[config.mk]
export PLATFORM = sky130hd
export DESIGN_NAME = lav_queue
export DESIGN_NICKNAME = d
export VERILOG_FILES = /design/src/rtl/lav_pkg.sv /design/src/rtl/lav_queue.sv
export SDC_FILE = /design/constraint.sdc
export NUM_CORES = 1
export LEC_CHECK = 0
export BUFFER_PORTS_ARGS = -buffer_cell sky130_fd_sc_hd__buf_2
export CORE_AREA = 10 10 222 224
export DETAILED_ROUTE_END_ITERATION = 7
export DIE_AREA = 0 0 232 234
export PLACE_DENSITY = 0.79
export SLEW_MARGIN = 20
export SYNTH_ARGS = -nofsm -noshare
export SYNTH_HDL_FRONTEND = slang
export SYNTH_SLANG_ARGS = --single-unit
[constraint.sdc]
create_clock -name clk -period 22.5 [get_ports clk]
set_input_delay 4.5 -clock clk [delete_from_list [all_inputs] [get_ports clk]]
set_output_delay 4.5 -clock clk [all_outputs]
set_load 0.01 [all_outputs]
[src/rtl/lav_pkg.sv]
`timescale 1ns / 1ps

package lav_pkg;

	localparam int DEF_QUEUE_DEPTH = 2;

	localparam int FW = 32;          // Q16.16 field
	localparam int DW = FW + 1;      // target - eye, exact
	localparam int NW = 18;          // unit vector entry, |x| <= 1.0
	localparam int VW = 50;          // normaliser input, holds f x up
	localparam int MW = VW - 1;      // magnitude of a normaliser input
	localparam int PW = NW + DW;     // one product
	localparam int AW = PW + 2;      // sum of up to three products
	localparam int RW = AW - 15;     // Q21.32 rounded to Q22.16

	localparam logic [1:0] ROW_LAST = 2'd3;

	typedef logic signed [FW-1:0] q16_t;
	typedef logic signed [NW-1:0] unit_t;

	localparam q16_t ONE_Q16 = 32'sh0001_0000;
	localparam q16_t Q16_MAX = 32'sh7fff_ffff;
	localparam q16_t Q16_MIN = 32'sh8000_0000;

	typedef struct packed {
		logic [2:0][FW-1:0] eye;
		logic [2:0][FW-1:0] up;
		logic [2:0][DW-1:0] d;
		logic               fwd_zero;
	} lav_job_t;

	typedef struct packed {
		logic               done;
		logic               zero;
		logic [2:0][NW-1:0] n;
	} lav_norm_res_t;

	// Q21.32 -> Q22.16, half away from zero
	function automatic logic signed [RW-1:0] round_q16(input logic signed [AW-1:0] x);
		logic [AW-1:0] m;
		logic [AW-1:0] r;
		m = x[AW-1] ? AW'(-x) : AW'(x);
		r = (m + AW'(32768)) >> 16;
		round_q16 = x[AW-1] ? -$signed(RW'(r)) : $signed(RW'(r));
	endfunction

	function automatic q16_t sat_q16(input logic signed [RW-1:0] x);
		if (x[RW-1:FW-1] == '0 || x[RW-1:FW-1] == '1)
			sat_q16 = $signed(x[FW-1:0]);
		else if (x[RW-1])
			sat_q16 = Q16_MIN;
		else
			sat_q16 = Q16_MAX;
	endfunction

endpackage

[src/rtl/lav_queue.sv]
`timescale 1ns / 1ps

module lav_queue import lav_pkg::*; #(
	parameter int DEPTH = DEF_QUEUE_DEPTH
) (
	input  logic     clk,
	input  logic     arst_n,
	input  logic     push,
	input  lav_job_t push_job,
	output logic     push_ready,
	output logic     pop_valid,
	output lav_job_t pop_job,
	input  logic     pop
);

	localparam int PTRW = (DEPTH > 1) ? $clog2(DEPTH) : 1;
	localparam int CW   = $clog2(DEPTH + 1);

	lav_job_t        mem_q [DEPTH];
	logic [PTRW-1:0] wr_q;
	logic [PTRW-1:0] rd_q;
	logic [CW-1:0]   cnt_q;
	logic            do_push;
	logic            do_pop;

	assign push_ready = cnt_q != CW'(DEPTH);
	assign pop_valid  = cnt_q != '0;
	assign pop_job    = mem_q[rd_q];
	assign do_push    = push && push_ready;
	assign do_pop     = pop && pop_valid;

	always_ff @(posedge clk or negedge arst_n) begin
		if (!arst_n) begin
			wr_q  <= '0;
			rd_q  <= '0;
			cnt_q <= '0;
		end else begin
			if (do_push)
				wr_q <= (wr_q == PTRW'(DEPTH - 1)) ? '0 : wr_q + PTRW'(1);
			if (do_pop)
				rd_q <= (rd_q == PTRW'(DEPTH - 1)) ? '0 : rd_q + PTRW'(1);
			if (do_push && !do_pop)
				cnt_q <= cnt_q + CW'(1);
			else if (do_pop && !do_push)
				cnt_q <= cnt_q - CW'(1);
		end
	end

	always_ff @(posedge clk) begin
		if (do_push)
			mem_q[wr_q] <= push_job;
	end

	a_cnt_bound: assert property (@(posedge clk) disable iff (!arst_n)
		cnt_q <= CW'(DEPTH))
		else $error("queue fill beyond depth");

	a_fill_up: assert property (@(posedge clk) disable iff (!arst_n)
		do_push && !do_pop |=> cnt_q == $past(cnt_q) + CW'(1))
		else $error("queue fill did not follow push");

	a_pop_nonempty: assert property (@(posedge clk) disable iff (!arst_n)
		pop |-> pop_valid)
		else $error("pop from empty queue");

endmodule

==> results.json <==
{
  "status": "finished, final reports clean",
  "synth_cell_types": 17,
  "async_flop_share_pct": 0.680,
  "synth_largest_area_cell": "edfxtp_1",
  "fp.dieArea_sq_mm": 0.0543,
  "ctsHoldBuffers": 0,
  "critPathRequiredTime_ns": 18.00,
  "synthTopCellsByArea": "edfxtp_1 (78%), mux2_4 (18%), mux2_2 (1.1%)",
  "yosys.area_share.simple_pct": 0.151,
  "yosysWarnings": 0,
  "ant_nets": 0,
  "netlist_area_sq_mm": 0.0224,
  "cts_buffers": 56,
  "clock-sinks": 588,
  "switching_share_pct": 29.3,
  "totalWireLength_um": 52900,
  "avgViaCountPerCell": 5.08,
  "rsz0062_at_grt": "no",
  "synth_fp_nets": 1224,
  "peakVddDrop_uv": 143,
  "antenna_found_initial": 23,
  "p_leak_uw": 0.0111,
  "critical_path_class": "reg2out",
  "p_clk_share_pct": 24.8,
  "finalCritPeriodShare_pct": 37.9,
  "fin_area_sq_mm": 0.0277,
  "ys_ff_latch": 588,
  "combPwrFrac_pct": 32.5,
  "switchingPower_uw": 1090,
  "finClkSkew_ns": 0.0137,
  "cts-root-buf": "clkbuf_16",
  "core_sq_mm": 0.0449,
  "firstDrtPassIters": 5,
  "synth-seq-area-share_pct": 78.6,
  "postPlaceCellArea_sq_mm": 0.0258,
  "port_buffers": 589,
  "synthCells": 927,
  "cts_tree": "done",
  "synth_enable_flop_cells": 584,
  "clk_latency_ns": 0.59,
  "wire_per_inst_um": 24.0,
  "grt_max_degree": 134,
  "via_count": 11200,
  "synth_compound_area_share_pct": 0,
  "worstPathArrival_ns": 4.02,
  "synth_ff_type": "edfxtp_1",
  "fp.dieW_um": 232,
  "fin_setup_tns_ns": 0,
  "grt_pass1_wl_um": 75200,
  "yosys.area_share.xor_xnor_pct": 0.195,
  "slew_headroom_pct": 19.7,
  "crit_path_start_kind": "flip-flop",
  "crit_path_end_kind": "output pin",
  "fmax_ghz": 0.117,
  "area_growth_pct": 23.4,
  "path_clk_slew_ns": 0.06,
  "grt_overflow": 0,
  "drive_gt1_share_pct": 61.2,
  "start_util_pct": 50.0,
  "period_minus_slack_ns": 8.52,
  "nets": 1848,
  "pin_count": 590,
  "avgSynthCellArea_sq_um": 24.2,
  "htreeDepth": 2,
  "maxSlewViolCount": 0,
  "dp_hpwl_um": 38200,
  "post-route-drc-count": 0,
  "setup_viol": 0,
  "ctsResizeCount": 0,
  "grt_pass1_vias": 11900,
  "hold-worst-slack_ns": 0.499,
  "die_h_um": 234,
  "num_rows": 78,
  "synth_top_family_by_area": "multiplexers",
  "cts_buffer_depth": 3,
  "power.share.sequential_pct": 42.7,
  "drtIter0Drc": 791,
  "intPower_uw": 2630,
  "yosys-mux-area-fraction_pct": 19.2,
  "mostFrequentLayoutCells": "buf_2 (589), edfxtp_1 (584), mux2_4 (270), clkbuf_16 (57), mux2_2 (22)",
  "final_common_cell": "buf_2",
  "grt_usage_pct": 18.6,
  "synth_top_area_share_pct": 78.1,
  "tightest_slew_ns": 1.20,
  "post_cts.repair.setup_buffers": 0,
  "max_cap_violations": 0,
  "final_hold_viol_count": 0,
  "cp_max_fo": 60,
  "synth_adder_area_share_pct": 0.0558,
  "gp_congestion": 0.850,
  "powerDensity_mw_per_mm2": 134,
  "worstHoldPathType": "reg2reg"
}
[power by group through the flow]
stage	Combinational (uW)	Clock, uW	Sequential [uW]
detailed placement	1220	0	1620
floorplan	856	0	1670
CTS	1220	946	1590
finish	1210	925	1590
global placement	1210	0	1600
global route	1280	989	1610
[worst paths after layout]
kind / cells past startpoint / slack, ns / end / start
hold / removal: 1 / 0.50 / cnt_q[1]$_DFFE_PN0P_ / cnt_q[1]$_DFFE_PN0P_
max in group asynchronous: 1 / 18.66 / rd_q$_DFFE_PN0P_ / arst_n
hold reg to reg: 1 / 0.50 / cnt_q[1]$_DFFE_PN0P_ / cnt_q[1]$_DFFE_PN0P_
setup reg to reg: 4 / 18.69 / mem_q[1][7]$_DFFE_PP_ / cnt_q[0]$_DFFE_PN0P_
min in group asynchronous: 1 / 3.71 / cnt_q[1]$_DFFE_PN0P_ / arst_n
setup / recovery: 4 / 13.98 / pop_job[88] / rd_q$_DFFE_PN0P_
[synth_stat cells, types with 2 or more instances]
master      n
dfrtp_1     4
xnor2_1     3
nand2_1     2
mux2_4    270
mux2_2     22
nor2_1      2
buf_2       2
buf_8      11
xor2_1      2
buf_6      19
edfxtp_1  584
[through the flow]
step | power, uW | util [%] | instances | worst slack (ns)
2_1_floorplan | 2530 | - | 927 | 4.87
3_5_place_dp | 2830 | 57.5 | 2093 | 14.58
5_1_grt | 3880 | 61.7 | 2203 | 13.74
3_3_place_gp | 2810 | 57.5 | 2093 | 14.66
4_1_cts | 3760 | 61.6 | 2191 | 13.93
6_report | 3720 | 61.7 | 2206 | 13.98
[state kept, by name, summed over array words and instances, names as in the netlist]
name and cells:
rd_q 1, mem_q 584, cnt_q 2, wr_q 1
[metal layers]
layer	up-vias	wire (um)	global-route usage, %
met5	-	93	0
met4	12	1600	7.02
met3	106	5430	7.34
met2	540	27400	32.4
met1	5585	18400	20.3
li1	4968	-	-
[worst max-delay path: stages, from the launching register on]
cell and delay, ns:
dfrtp_4 0.95, buf_4 0.89, buf_4 0.95, mux2_4 0.36
buf_2 0.14
[cell families (layout without fill, tap and decap cells)]
logic type	count (synthesis)	in the layout
multiplexers	292	292
adder cells (fa/ha/maj)	1	1
buffers and inverters	34	698
flip-flops	588	588
other	0	15
AND/OR/NAND/NOR	7	7
XOR/XNOR	5	5
[final cells by class]
cell class,instances,area [sq um]
clock buffers,69,1470
fillers,3124,17200
repair buffers,599,3040
inverters,1,3.75
multi-input cells,305,4400
diodes,15,37.5
well taps,600,751
clock inverters,29,340
flip-flops and latches,588,17600
Note: power is estimated with default switching activity, not from simulation.
