### config.mk
export PLATFORM = sky130hd
export DESIGN_NAME = lav_front_flat
export DESIGN_NICKNAME = d
export VERILOG_FILES = /design/src/rtl/lav_pkg.sv /design/src/rtl/lav_if.sv /design/src/rtl/lav_front.sv /design/src/flat_wrapper.sv
export SDC_FILE = /design/constraint.sdc
export NUM_CORES = 1
export LEC_CHECK = 0
export BUFFER_PORTS_ARGS = -buffer_cell sky130_fd_sc_hd__buf_2
export CORE_AREA = 2 2 227 229
export CTS_CLUSTER_DIAMETER = 120
export DETAILED_ROUTE_END_ITERATION = 16
export DIE_AREA = 0 0 229 231
export RECOVER_POWER = 25
export SLEW_MARGIN = 20
export SYNTH_ARGS = -nofsm -noshare
export SYNTH_HDL_FRONTEND = slang
export SYNTH_SLANG_ARGS = --single-unit
### constraint.sdc
create_clock -name clk -period 12 [get_ports clk]
set_input_delay 1.8 -clock clk [delete_from_list [all_inputs] [get_ports clk]]
set_output_delay 1.8 -clock clk [all_outputs]
set_load 0.01 [all_outputs]
### src/rtl/lav_pkg.sv
`timescale 1ns / 1ps

package lav_pkg;

	localparam int DEF_QUEUE_DEPTH = 2;

	localparam int FW = 32;          // Q16.16 field
	localparam int DW = FW + 1;      // target - eye, exact
	localparam int NW = 18;          // unit vector entry, |x| <= 1.0
	localparam int VW = 50;          // normaliser input, holds f x up
	localparam int MW = VW - 1;      // magnitude of a normaliser input
	localparam int PW = NW + DW;     // one product
	localparam int AW = PW + 2;      // sum of up to three products
	localparam int RW = AW - 15;     // Q21.32 rounded to Q22.16

	localparam logic [1:0] ROW_LAST = 2'd3;

	typedef logic signed [FW-1:0] q16_t;
	typedef logic signed [NW-1:0] unit_t;

	localparam q16_t ONE_Q16 = 32'sh0001_0000;
	localparam q16_t Q16_MAX = 32'sh7fff_ffff;
	localparam q16_t Q16_MIN = 32'sh8000_0000;

	typedef struct packed {
		logic [2:0][FW-1:0] eye;
		logic [2:0][FW-1:0] up;
		logic [2:0][DW-1:0] d;
		logic               fwd_zero;
	} lav_job_t;

	typedef struct packed {
		logic               done;
		logic               zero;
		logic [2:0][NW-1:0] n;
	} lav_norm_res_t;

	// Q21.32 -> Q22.16, half away from zero
	function automatic logic signed [RW-1:0] round_q16(input logic signed [AW-1:0] x);
		logic [AW-1:0] m;
		logic [AW-1:0] r;
		m = x[AW-1] ? AW'(-x) : AW'(x);
		r = (m + AW'(32768)) >> 16;
		round_q16 = x[AW-1] ? -$signed(RW'(r)) : $signed(RW'(r));
	endfunction

	function automatic q16_t sat_q16(input logic signed [RW-1:0] x);
		if (x[RW-1:FW-1] == '0 || x[RW-1:FW-1] == '1)
			sat_q16 = $signed(x[FW-1:0]);
		else if (x[RW-1])
			sat_q16 = Q16_MIN;
		else
			sat_q16 = Q16_MAX;
	endfunction

endpackage

### src/rtl/lav_if.sv
`timescale 1ns / 1ps

interface lav_in_if import lav_pkg::*; ();
	logic valid;
	logic ready;
	q16_t eye_x;
	q16_t eye_y;
	q16_t eye_z;
	q16_t up_x;
	q16_t up_y;
	q16_t up_z;
	q16_t target_x;
	q16_t target_y;
	q16_t target_z;

	modport source (output valid, eye_x, eye_y, eye_z, up_x, up_y, up_z,
		target_x, target_y, target_z, input ready);
	modport sink (input valid, eye_x, eye_y, eye_z, up_x, up_y, up_z,
		target_x, target_y, target_z, output ready);
endinterface


### src/rtl/lav_front.sv
`timescale 1ns / 1ps

module lav_front import lav_pkg::*; (
	input  logic     clk,
	input  logic     arst_n,
	lav_in_if.sink   cmd,
	output logic     job_valid,
	output lav_job_t job,
	input  logic     job_ready
);

	logic     v_s1;
	lav_job_t job_s1;
	lav_job_t job_c;

	assign cmd.ready = !v_s1 || job_ready;
	assign job_valid = v_s1;
	assign job       = job_s1;

	always_comb begin
		job_c.eye  = {cmd.eye_z, cmd.eye_y, cmd.eye_x};
		job_c.up   = {cmd.up_z, cmd.up_y, cmd.up_x};
		job_c.d[0] = $signed({cmd.target_x[FW-1], cmd.target_x})
			- $signed({cmd.eye_x[FW-1], cmd.eye_x});
		job_c.d[1] = $signed({cmd.target_y[FW-1], cmd.target_y})
			- $signed({cmd.eye_y[FW-1], cmd.eye_y});
		job_c.d[2] = $signed({cmd.target_z[FW-1], cmd.target_z})
			- $signed({cmd.eye_z[FW-1], cmd.eye_z});
		// eye on target: no forward direction, back end skips the maths
		job_c.fwd_zero = (job_c.d[0] == '0) && (job_c.d[1] == '0) && (job_c.d[2] == '0);
	end

	always_ff @(posedge clk or negedge arst_n) begin
		if (!arst_n)
			v_s1 <= 1'b0;
		else if (cmd.ready)
			v_s1 <= cmd.valid;
	end

	always_ff @(posedge clk) begin
		if (cmd.ready && cmd.valid)
			job_s1 <= job_c;
	end

endmodule

### src/flat_wrapper.sv
// flat-port wrapper written by rule: the top's interface ports become plain ports
module lav_front_flat import lav_pkg::*;
  (clk, arst_n, job_valid, job, job_ready, cmd_valid, cmd_eye_x, cmd_eye_y, cmd_eye_z, cmd_up_x, cmd_up_y, cmd_up_z, cmd_target_x, cmd_target_y, cmd_target_z, cmd_ready);
  lav_in_if cmd_i ();
  input  logic clk;
  input  logic arst_n;
  output logic job_valid;
  output lav_job_t job;
  input  logic job_ready;
  input wire logic [$bits(cmd_i.valid)-1:0] cmd_valid;
  input wire logic [$bits(cmd_i.eye_x)-1:0] cmd_eye_x;
  input wire logic [$bits(cmd_i.eye_y)-1:0] cmd_eye_y;
  input wire logic [$bits(cmd_i.eye_z)-1:0] cmd_eye_z;
  input wire logic [$bits(cmd_i.up_x)-1:0] cmd_up_x;
  input wire logic [$bits(cmd_i.up_y)-1:0] cmd_up_y;
  input wire logic [$bits(cmd_i.up_z)-1:0] cmd_up_z;
  input wire logic [$bits(cmd_i.target_x)-1:0] cmd_target_x;
  input wire logic [$bits(cmd_i.target_y)-1:0] cmd_target_y;
  input wire logic [$bits(cmd_i.target_z)-1:0] cmd_target_z;
  output wire logic [$bits(cmd_i.ready)-1:0] cmd_ready;
  assign cmd_i.valid = cmd_valid;
  assign cmd_i.eye_x = cmd_eye_x;
  assign cmd_i.eye_y = cmd_eye_y;
  assign cmd_i.eye_z = cmd_eye_z;
  assign cmd_i.up_x = cmd_up_x;
  assign cmd_i.up_y = cmd_up_y;
  assign cmd_i.up_z = cmd_up_z;
  assign cmd_i.target_x = cmd_target_x;
  assign cmd_i.target_y = cmd_target_y;
  assign cmd_i.target_z = cmd_target_z;
  assign cmd_ready = cmd_i.ready;
  lav_front u_core (.clk(clk), .arst_n(arst_n), .cmd(cmd_i), .job_valid(job_valid), .job(job), .job_ready(job_ready));
endmodule
==> flow_summary_export.csv <==
group,metric,value,unit
worst_setup_path,crit_slowest_cell,"and2_0",
logic_synthesis,yosys.area_share.simple,10.1,%
flow_run,maxCapViolations,1,
worst_setup_path,rrSetupSlack,7.03,ns
min_path,hold_path_class,"flip-flop to flip-flop",
detailed_routing,first_iter_violations,563,
floorplanning,rows,83,
worst_setup_path,worstPathRequired,12.17,ns
min_path,worstHoldPathCells,2,
logic_synthesis,netlist_top_cells_area,"edfxtp_1, ha_1, a21oi_1",
power_and_ir_drop,p_int,2.02,mW
power_and_ir_drop,p_sw,0.813,mW
global_route,grt_pass1_wl,72000,um
power_and_ir_drop,swShare,28.7,%
logic_synthesis,ys.flop_type,"edfxtp_1",
power_and_ir_drop,irDropWorstVdd,0.113,mV
logic_synthesis,async_flop_share,0.341,%
logic_synthesis,synth_top_area_cell,"edfxtp_1",
power_and_ir_drop,p_per_area,147,nW/um2
worst_setup_path,r2r_start,"u_core.job_valid",
clock_tree,cts.sinks,293,
timing,finClkSkew,0.0221,ns
final_layout,finalInstanceArea,19200,um2
timing,min_period,5.93,ns
logic_synthesis,synth_nets,1562,
logic_synthesis,synthAdderAreaFrac,8.70,%
detailed_routing,dr.pass1.iters,5,
floorplanning,ios,586,
clock_tree,cts_tree,"yes",
logic_synthesis,synthTopCellsByCount,"edfxtp_1, inv_1, ha_1",
power_and_ir_drop,combPwrFrac,20.1,%
clock_tree,clk_latency,0.55,ns
timing,hold_ws,0.558,ns
worst_setup_path,reg2reg_depth,3,
logic_synthesis,netlist_area,14500,um2
timing,post-route-period-util,49.4,%
global_route,grt_pass1_vias,11791,
worst_setup_path,worstSetupPathType,"input port to flip-flop",
final_layout,nFillCells,5039,
floorplanning,dieArea,52900,um2
timing,rsz0062_at_grt,"false",
placement,port_buffers,585,
detailed_routing,viasPerCell,4.76,
final_layout,final_util,37.9,%
power_and_ir_drop,p_seq_share,44.3,%
clock_tree,post_cts_buffers,0,
timing,worst_pin_slew,4.40,ns
logic_synthesis,synth_top_area_share,60.5,%
timing,setup-tns-final,0,ns
global_route,grt_max_degree,141,
timing,final_max_slew_viol_count,70,
detailed_routing,via_count,11864,
logic_synthesis,ys_seq_elements,293,
logic_synthesis,ys_seq_area_share,60.6,%
detailed_routing,finalWirelength,50200,um
min_path,hp-start,"u_core.job_valid",
worst_setup_path,cp-start-kind,"input port",
logic_synthesis,synth_cell_types,69,
clock_tree,cts.path.max_buffers,3,
run_status,status,"finished, violations left",
min_path,hold_end,"u_core.job_valid",
final_layout,nets,2174,
worst_setup_path,path_delay_family,"simple AND/OR/NAND/NOR gates",
global_route,grt_overflow,0,
detailed_routing,routedWlPerCell,20.1,um
final_layout,syn2layout_area_growth,32.6,%
detailed_routing,postRouteAntennaNets,0,
logic_synthesis,synthXorXnorAreaFrac,4.89,%
timing,fmaxAchievable,0.169,GHz
timing,setup_viol,0,
timing,finalHoldViolations,0,
worst_setup_path,slowest_delay,3.13,ns
clock_tree,cts_hold_buf,0,
placement,gp_congestion,0.842,
worst_setup_path,rr_endpoint,"u_core.job[287]",
worst_setup_path,worstPathCellList,"buf_2 > nand2b_1 > and2_0 > buf_6",
worst_setup_path,crit_arrival,6.10,ns
run_status,violations,"capacitance limit, slew limit",
timing,slew_headroom,-193,%
logic_synthesis,synth_edf_count,292,
logic_synthesis,syn_avg_cell_area,12.4,um2
logic_synthesis,muxShareOfSynthArea,0,%
placement,dpl_cell_area,18200,um2
logic_synthesis,synth_cells,1171,
worst_setup_path,crit_fanout,84,
placement,dp_hpwl,40900,um
clock_tree,cts_made_buffers,36,
global_route,grt_antenna_before_repair,16,
clock_tree,h-tree-depth,2,
power_and_ir_drop,p_leak,8.24,nW
clock_tree,cts-resized-gates,0,
logic_synthesis,yosysMostFrequentCell,"edfxtp_1",
floorplanning,die_w,229,um
floorplanning,core_area,50700,um2
floorplanning,die_h,231,um
logic_synthesis,yosys_warnings,0,
clock_tree,cts-root-buf,"clkbuf_16",
final_layout,drive_gt1_share,32.2,%
floorplanning,start_util,28.6,%
clock_tree,cts.clk_slew.worst_paths,0.06,ns
detailed_routing,drcViolationCount,0,
worst_setup_path,crit_buf_inv,2,
power_and_ir_drop,p_clk_share,35.6,%
logic_synthesis,synth_top_family_by_area,"compound AO/OA/AOI/OAI gates",
logic_synthesis,synth_compound_area_share,12.2,%
global_route,track_usage,18.1,%
worst_setup_path,end_kind,"flip-flop",
[power by group through the flow]
stage                     sequential, mW  clock (mW)  combinational (mW)
after floorplan                     1.33           0               0.276
after global placement              1.27           0               0.574
after detailed placement            1.27           0               0.576
after CTS                           1.25        1.04               0.580
after global routing                1.26        1.08               0.624
final                               1.25        1.01               0.570
[logic make-up (layout without fill, tap and decap cells)]
| family | count (synthesis) | count (layout) |
|---|---|---|
| other | 0 | 6 |
| adders and majority gates | 99 | 99 |
| xor gates and xnor gates | 81 | 81 |
| and+or+nand+nor | 295 | 295 |
| DFF | 293 | 293 |
| buffers and inverters | 127 | 764 |
| AOI/OAI and AO/OA | 276 | 276 |
[per-stage QoR]
step | total power, mW | cells | setup slack (ns)
floorplan | 1.61 | 1171 | 2.66
global placement | 1.85 | 2425 | 6.12
detailed placement | 1.85 | 2425 | 6.04
CTS | 2.87 | 2488 | 6.63
global route | 2.96 | 2490 | 5.52
finish | 2.83 | 2494 | 6.07
[area by class of cell]
type | instances | area [um2] | area share, %
Antenna cell | 6 | 15.0 | 0.0781
Inverter | 114 | 428 | 2.23
Tap cell | 680 | 851 | 4.43
Clock buffer | 46 | 938 | 4.88
Clock inverter | 17 | 129 | 0.670
Sequential cell | 293 | 8790 | 45.7
Multi-Input combinational cell | 751 | 5200 | 27.1
Timing Repair Buffer | 587 | 2870 | 14.9
[worst reg2reg max path, delay by kind of cell, from the launching register on]
family | cells | cell delay [ns]
DFF | 1 | 0.38
and+or+nand+nor | 2 | 3.24
buffers and inverters | 1 | 0.86
[placed cells by master, fill, tap and decap left out, types with 5 or more instances in the layout]
| cell | synthesis | layout |
|---|---|---|
| nor2_1 | 63 | 63 |
| ha_1 | 96 | 96 |
| xor2_1 | 41 | 41 |
| nor2b_1 | 8 | 8 |
| xnor2_1 | 40 | 40 |
| o21ai_0 | 59 | 59 |
| nand2_1 | 94 | 94 |
| edfxtp_1 | 292 | 292 |
| clkbuf_16 | 0 | 36 |
| o21a_1 | 10 | 10 |
| or4_1 | 5 | 5 |
| nand2b_1 | 22 | 22 |
| a31oi_1 | 10 | 10 |
| o211ai_1 | 7 | 7 |
| nor4_1 | 11 | 11 |
| buf_2 | 2 | 513 |
| diode_2 | 0 | 6 |
| a21oi_1 | 89 | 89 |
| clkinv_1 | 0 | 6 |
| and2_1 | 9 | 8 |
| inv_1 | 114 | 114 |
| clkbuf_1 | 8 | 82 |
| or3_1 | 10 | 10 |
| o21bai_1 | 8 | 8 |
| and3_1 | 9 | 9 |
| a211oi_1 | 12 | 12 |
| nand4_1 | 14 | 14 |
| nand3_1 | 15 | 15 |
| nor3_1 | 14 | 14 |
| a21o_1 | 24 | 24 |
| o2111ai_1 | 7 | 7 |
[flip-flops by register name, indices dropped and copies added (netlist names)]
name,cells
u_core.job_valid,1
u_core.job,292
[worst max path at each step]
| stage | slack, ns | cells past startpoint | startpoint | endpoint |
|---|---|---|---|---|
| after floorplan | 2.66 | 2 | job_ready | u_core.job[0] |
| after global placement | 6.12 | 14 | cmd_eye_x[4] | u_core.job[0] |
| after detailed placement | 6.04 | 14 | cmd_eye_x[4] | u_core.job[0] |
| after CTS | 6.63 | 14 | cmd_eye_x[4] | u_core.job[0] |
| after global routing | 5.52 | 4 | job_ready | u_core.job[285] |
| final | 6.07 | 4 | job_ready | u_core.job[287] |
[metal layers]
metal | wire [um] | share of wire (%) | track usage (%)
met1 | 19300 | 38 | 20.6
met5 | 91 | 0.18 | 0
met3 | 3750 | 7.5 | 4.61
met4 | 1660 | 3.3 | 7.89
met2 | 25400 | 51 | 32.1
(Power assumes the default switching activity.)
